--- src/hw/rtl/obdd_pkg.sv ---
package obdd_pkg;

    // first header byte that selects the three byte header
    localparam logic [7:0] EXT_CODE    = 8'h62;
    // adapter prompt that closes a response
    localparam logic [7:0] PROMPT_CHAR = 8'h3E;

    localparam logic [1:0] SKIP_SHORT = 2'd2;
    localparam logic [1:0] SKIP_LONG  = 2'd3;
    localparam logic [7:0] INDEX_MAX  = 8'hFF;

    typedef struct packed {
        logic       nibble_pending;
        logic [3:0] high_nibble;
        logic [1:0] header_count;
        logic       extended_header;
        logic [7:0] held_byte;
        logic       held_valid;
        logic [7:0] payload_index;
    } obdd_state_t;

    typedef struct packed {
        logic       emit;
        logic [7:0] data_byte;
        logic [7:0] byte_index;
        logic       last;
    } obdd_result_t;

    typedef struct packed {
        logic       is_hex;
        logic [3:0] value;
    } obdd_hex_t;

    function automatic obdd_hex_t hex_decode(input logic [7:0] c);
        obdd_hex_t  h;
        logic [7:0] d;
        h = '0;
        d = 8'h00;
        if (c inside {[8'h30:8'h39]}) begin
            d = c - 8'h30;
            h.is_hex = 1'b1;
        end else if (c inside {[8'h41:8'h46]}) begin
            d = c - 8'h37;
            h.is_hex = 1'b1;
        end else if (c inside {[8'h61:8'h66]}) begin
            d = c - 8'h57;
            h.is_hex = 1'b1;
        end
        h.value = d[3:0];
        return h;
    endfunction

endpackage

--- src/hw/rtl/obd_response_deframer.sv ---
// OBD response deframer: takes the characters of adapter replies one word at a time
// and returns the payload bytes with their header stripped. Non-hex characters are
// skipped, hex digits pair up high nibble first, the first byte of a response picks a
// three byte header when it is 0x62 and a two byte header otherwise. One payload byte
// is always held back so that the '>' prompt can release it with last set; a prompt
// with nothing held emits nothing, and an odd trailing nibble is dropped. mode = 1
// (disconnect) clears the partial response without output. byte_index counts from 0
// and sticks at 255. Rate: one character per clock while out_ready keeps the result
// register drained. A character is taken into the input register when accepted, and
// the state update loads the result register once that register is free or being
// emptied. in_ready depends on out_ready through the output stage, so a stalled
// result lets one more character wait in the input register.
module obd_response_deframer (
    input  logic       clk,
    input  logic       rst_n,
    input  logic       in_valid,
    output logic       in_ready,
    input  logic       mode,
    input  logic [7:0] rx_char,
    output logic       out_valid,
    input  logic       out_ready,
    output logic [7:0] data_byte,
    output logic [7:0] byte_index,
    output logic       last
);
    import obdd_pkg::*;

    // input register
    logic         in_valid_reg;
    logic         mode_reg;
    logic [7:0]   char_reg;

    // deframer state and result register
    obdd_state_t  state_reg;
    obdd_state_t  state_next;
    obdd_result_t result;
    logic         out_valid_reg;
    logic         out_valid_next;
    logic [7:0]   data_byte_reg;
    logic [7:0]   byte_index_reg;
    logic         last_reg;

    logic         advance;

    // a buffered word moves on when the result register is free or being emptied
    assign advance  = in_valid_reg && (!out_valid_reg || out_ready);
    assign in_ready = !in_valid_reg || advance;

    obdd_step u_step (
        .state      (state_reg),
        .mode       (mode_reg),
        .rx_char    (char_reg),
        .state_next (state_next),
        .result     (result)
    );

    always_ff @(posedge clk or negedge rst_n)
    begin
        if (!rst_n) begin
            in_valid_reg <= 1'b0;
        end else if (in_ready) begin
            in_valid_reg <= in_valid;
        end
    end

    // payload of the input register needs no reset
    always_ff @(posedge clk)
    begin
        if (in_ready && in_valid) begin
            mode_reg <= mode;
            char_reg <= rx_char;
        end
    end

    always_comb
    begin
        if (advance) begin
            out_valid_next = result.emit;
        end else begin
            out_valid_next = out_valid_reg && !out_ready;
        end
    end

    always_ff @(posedge clk or negedge rst_n)
    begin
        if (!rst_n) begin
            state_reg     <= '0;
            out_valid_reg <= 1'b0;
        end else begin
            out_valid_reg <= out_valid_next;
            if (advance) begin
                state_reg <= state_next;
            end
        end
    end

    always_ff @(posedge clk)
    begin
        if (advance && result.emit) begin
            data_byte_reg  <= result.data_byte;
            byte_index_reg <= result.byte_index;
            last_reg       <= result.last;
        end
    end

    assign out_valid  = out_valid_reg;
    assign data_byte  = data_byte_reg;
    assign byte_index = byte_index_reg;
    assign last       = last_reg;

    // a held byte only exists once the header has been counted
    a_held_after_header: assert property (@(posedge clk) disable iff (!rst_n)
        state_reg.held_valid |-> state_reg.header_count != 2'd0)
        else $error("held byte without header");

    // index only advances while a byte is held
    a_index_needs_held: assert property (@(posedge clk) disable iff (!rst_n)
        state_reg.payload_index != 8'd0 |-> state_reg.held_valid)
        else $error("payload index set with nothing held");

    // a prompt or disconnect leaves no partial response behind
    a_clear_on_end: assert property (@(posedge clk) disable iff (!rst_n)
        advance && (mode_reg || char_reg == PROMPT_CHAR)
        |=> !state_reg.held_valid && state_reg.header_count == 2'd0
            && !state_reg.nibble_pending)
        else $error("partial state survived end of response");

    // a waiting result is never overwritten or lost
    a_result_kept: assert property (@(posedge clk) disable iff (!rst_n)
        out_valid_reg && !out_ready |=> out_valid_reg)
        else $error("stalled result dropped");

    // an empty input register always takes a word
    a_empty_ready: assert property (@(posedge clk) disable iff (!rst_n)
        !in_valid_reg |-> in_ready)
        else $error("input stalled while empty");

endmodule

--- src/hw/rtl/obdd_step.sv ---
module obdd_step (
    input  obdd_pkg::obdd_state_t  state,
    input  logic                   mode,
    input  logic [7:0]             rx_char,
    output obdd_pkg::obdd_state_t  state_next,
    output obdd_pkg::obdd_result_t result
);
    import obdd_pkg::*;

    obdd_hex_t  hex;
    logic [7:0] full_byte;
    logic [1:0] skip;

    assign hex       = hex_decode(rx_char);
    assign full_byte = {state.high_nibble, hex.value};
    assign skip      = state.extended_header ? SKIP_LONG : SKIP_SHORT;

    always_comb
    begin
        state_next        = state;
        result.emit       = 1'b0;
        result.data_byte  = state.held_byte;
        result.byte_index = state.payload_index;
        result.last       = 1'b0;
        if (mode) begin
            // disconnect drops everything, held word included
            state_next = '0;
        end else if (rx_char == PROMPT_CHAR) begin
            result.emit = state.held_valid;
            result.last = 1'b1;
            state_next  = '0;
        end else if (hex.is_hex) begin
            if (!state.nibble_pending) begin
                state_next.high_nibble    = hex.value;
                state_next.nibble_pending = 1'b1;
            end else begin
                state_next.nibble_pending = 1'b0;
                if (state.header_count == 2'd0) begin
                    state_next.extended_header = (full_byte == EXT_CODE);
                    state_next.header_count    = 2'd1;
                end else if (state.header_count < skip) begin
                    state_next.header_count = state.header_count + 2'd1;
                end else begin
                    // release the previous byte, hold this one for the prompt
                    if (state.held_valid) begin
                        result.emit = 1'b1;
                        if (state.payload_index != INDEX_MAX) begin
                            state_next.payload_index = state.payload_index + 8'd1;
                        end
                    end
                    state_next.held_byte  = full_byte;
                    state_next.held_valid = 1'b1;
                end
            end
        end
    end

endmodule
--- config.mk ---
export PLATFORM = sky130hd
export DESIGN_NAME = obd_response_deframer
export DESIGN_NICKNAME = d
export VERILOG_FILES = /design/src/hw/rtl/obdd_pkg.sv /design/src/hw/rtl/obd_response_deframer.sv /design/src/hw/rtl/obdd_step.sv
export SDC_FILE = /design/constraint.sdc
export NUM_CORES = 1
export LEC_CHECK = 0
export ABC_AREA = 1
export BUFFER_PORTS_ARGS = -buffer_cell sky130_fd_sc_hd__buf_2
export CORE_ASPECT_RATIO = 0.9
export CORE_MARGIN = 5
export CORE_UTILIZATION = 54
export CTS_BUF_LIST = sky130_fd_sc_hd__clkbuf_16
export DETAILED_ROUTE_END_ITERATION = 8
export PLACE_DENSITY = 0.84
export RECOVER_POWER = 50
export SLEW_MARGIN = 40
export SYNTH_ARGS = -nofsm -noshare
export SYNTH_HDL_FRONTEND = slang
export SYNTH_HIERARCHICAL = 1
export SYNTH_SLANG_ARGS = --single-unit
export TNS_END_PERCENT = 5
--- constraint.sdc ---
create_clock -name clk -period 3.7 [get_ports clk]
set_input_delay 0.555 -clock clk [delete_from_list [all_inputs] [get_ports clk]]
set_output_delay 0.555 -clock clk [all_outputs]
set_load 0.005 [all_outputs]
==> impl_metrics.ini <==
[layout]
largest_reg_flops = 25
n_antenna_cell = 0
final_area_sq_um = 3128
syn2layout_area_growth_pct = 7.066
drive_gt1_share_pct = 16.43
n_fill_cell = 467
layout.nets = 376

[timing]
setup_violations = 0
relSlewSlack_pct = 2.505
fmax_mhz = 358.4
hold_viol_final = 0
tightest_slew_ns = 1.462
tns_ns = 0
fin_ws_ns = 0.9100
fin_skew_ns = 0.003098
period_needed_ns = 2.790
rsz0062_at_grt = false
finalMaxSlewViolations = 0
fin_crit_sh_pct = 75.41

[logic_synthesis]
syn_nets = 363
synth_xor_area_share_pct = 0.2998
synth-edff-count = 26
ys.flop_type = dfrtp_1
ys_types = 33
async_flop_share_pct = 50.94
synth_top_family_by_area = simple AND/OR/NAND/NOR gates
ys_warn_count = 6
yosys.area_share.simple_pct = 30.11
synth.top_cells.by_count = nand2_1, nor2_1, nand3_1
ys_seq_elements = 53
synth.area.top_cells = edfxtp_1, dfrtp_1, nand2_1, nand3_1, nor2_1
post_synth_inst_count = 345
synth_fa_ha_area_share_pct = 2.141
synth.most_common_cell = nand2_1
synth_top_area_share_pct = 26.72
synth_compound_area_share_pct = 6.210
post_synth.cell_area_avg_sq_um = 8.468
syn_area_sq_um = 2922
muxShareOfSynthArea_pct = 0
yosys.area.top_type = edfxtp_1
yosysSeqAreaShare_pct = 49.85

[floorplanning]
die_y_um = 79.78
start_util_pct = 55.60
rows = 25
boundaryPins = 32
fp.coreArea_sq_um = 5255
die_x_um = 87.54
die_area_sq_um = 6984

[worst_setup_path]
worst_r2r_endpoint = data_byte[2]
cp.arrival_ns = 2.78
r2r_setup_slack_ns = 0.91
cp-start-kind = flip-flop
required_ns = 3.69
path_max_fanout = 13
rr_worst_depth = 13
critPathCaptureType = flip-flop
timing.rr.start = char_reg[0]
path_class = flip-flop to flip-flop

[global_route]
first_global_vias = 2059
grt_pass1_wl_um = 9418
grt_start_max_net_pins = 28
grt.overflow.total = 0
antenna_found_initial = 0
track_usage_pct = 17.00

[pwr]
power_per_cell_area_nw_per_um2 = 383.0
peakVddDrop_mv = 0.1940
cellLeakagePower_nw = 1.469
finalPower_mw = 1.198

[place]
gp_congestion = 0.8862
dpl_cell_area_sq_um = 2974
io_buffers = 31
hpwl_um = 3784
preCtsSetupSlack_ns = 0.9108

[detailed_routing]
via_per_inst = 5.263
dr.pass1.iters = 5
wl_um = 5397
drc = 0
drt_iter0_drc = 238
postRouteAntennaNets = 0
vias = 2242
wl_per_cell_um = 12.67

[clocking]
cts_hold_repair.buffers = 0
cts.sinks = 53
cts_buffer_depth = 2
htree_levels = 2
cts_tree = done
path_clk_slew_ns = 0.07
cts_root_buffer = clkbuf_16
cts_made_buffers = 5
postCtsSetupBuffers = 0
ctsResizeCount = 0
clock_latency_ns = 0.29

[flow_run]
max_cap_viol_count = 0

[worst_hold_path]
hp-start = rx_char[2]
hold_depth = 1
hold-path-endpoint = char_reg[2]
min_path_type = primary input to flip-flop

[outcome]
run_status = complete, no violations
layout by cell type, fill, tap and decap left out, types with 2 or more instances in the layout:
cell type  count
nand2_4        4
clkbuf_16      6
nor3_2         2
o21ai_0       19
nand3_1       37
inv_1         31
nor4_1         2
nand4_1        3
o21ai_1        2
dfrtp_1       27
ha_1           5
nand2_1       88
edfxtp_1      26
clkbuf_1       5
nor2_1        42
nand2_2        3
nand3_2        2
a21oi_1        7
inv_2          5
buf_2         27
nor2_2         2
layout make-up:
type	instances	area, sq um	area share, %
Clock buffer	6	150.1	4.800
Clock inverter	2	12.51	0.4000
Inverter	35	131.4	4.200
Multi-Input combinational cell	230	1132	36.20
Sequential cell	53	1456	46.56
Tap cell	67	83.83	2.680
Timing Repair Buffer	33	161.4	5.160
layer usage:
metal / routed length (um) / global-route usage, % / part of all wire, %
met1: 2471 / 23.98 / 46
met2: 2536 / 26.73 / 47
met3: 317 / 3.302 / 5.9
met4: 72 / 4.601 / 1.3
met5: 0 / 0 / 0
cells by family (layout without fill, tap and decap cells):
family / count (synthesis) / after routing
buffers and inverters: 62 / 76
DFF: 53 / 53
AOI/OAI and AO/OA: 33 / 33
xor gates and xnor gates: 1 / 1
and+or+nand+nor: 191 / 191
adders and majority gates: 5 / 5
stage by stage:
stage | hold slack [ns] | utilization (%) | cells
floorplan | 0.2594 | - | 345
global placement | 0.4677 | 56.60 | 418
detailed placement | 0.4686 | 56.60 | 418
CTS | 0.2959 | 59.69 | 426
global route | 0.4315 | 59.52 | 426
finish | 0.4406 | 59.52 | 426
worst max path at each step:
stage | start | endpoint | slack [ns] | cells past startpoint
5_1_grt | char_reg[0] | data_byte[6] | 0.62 | 13
2_1_floorplan | char_reg[0] | byte_index[0] | 1.12 | 12
3_3_place_gp | char_reg[0] | data_byte[1] | 1.06 | 13
3_5_place_dp | char_reg[0] | last | 0.91 | 13
6_report | char_reg[0] | data_byte[2] | 0.91 | 13
4_1_cts | char_reg[0] | data_byte[3] | 0.90 | 13
power breakdown:
part           switching, mW  internal (mW)  leakage (nW)
clock                  0.198          0.291        0.0834
sequential            0.0106          0.627         0.593
combinational         0.0501         0.0213         0.793
total                  0.259          0.939          1.47
critical path: stages, from the launching register on:
cell      delay [ns]
edfxtp_1        0.45
inv_1           0.14
ha_1            0.19
nand2_2         0.08
nand3_4         0.08
nand2_4         0.09
nand2_4         0.16
nand3b_2        0.21
inv_2           0.20
o21ai_0         0.10
nor2_1          0.10
inv_1           0.06
nor2_1          0.33
buf_4           0.30
(Power assumes the default switching activity.)
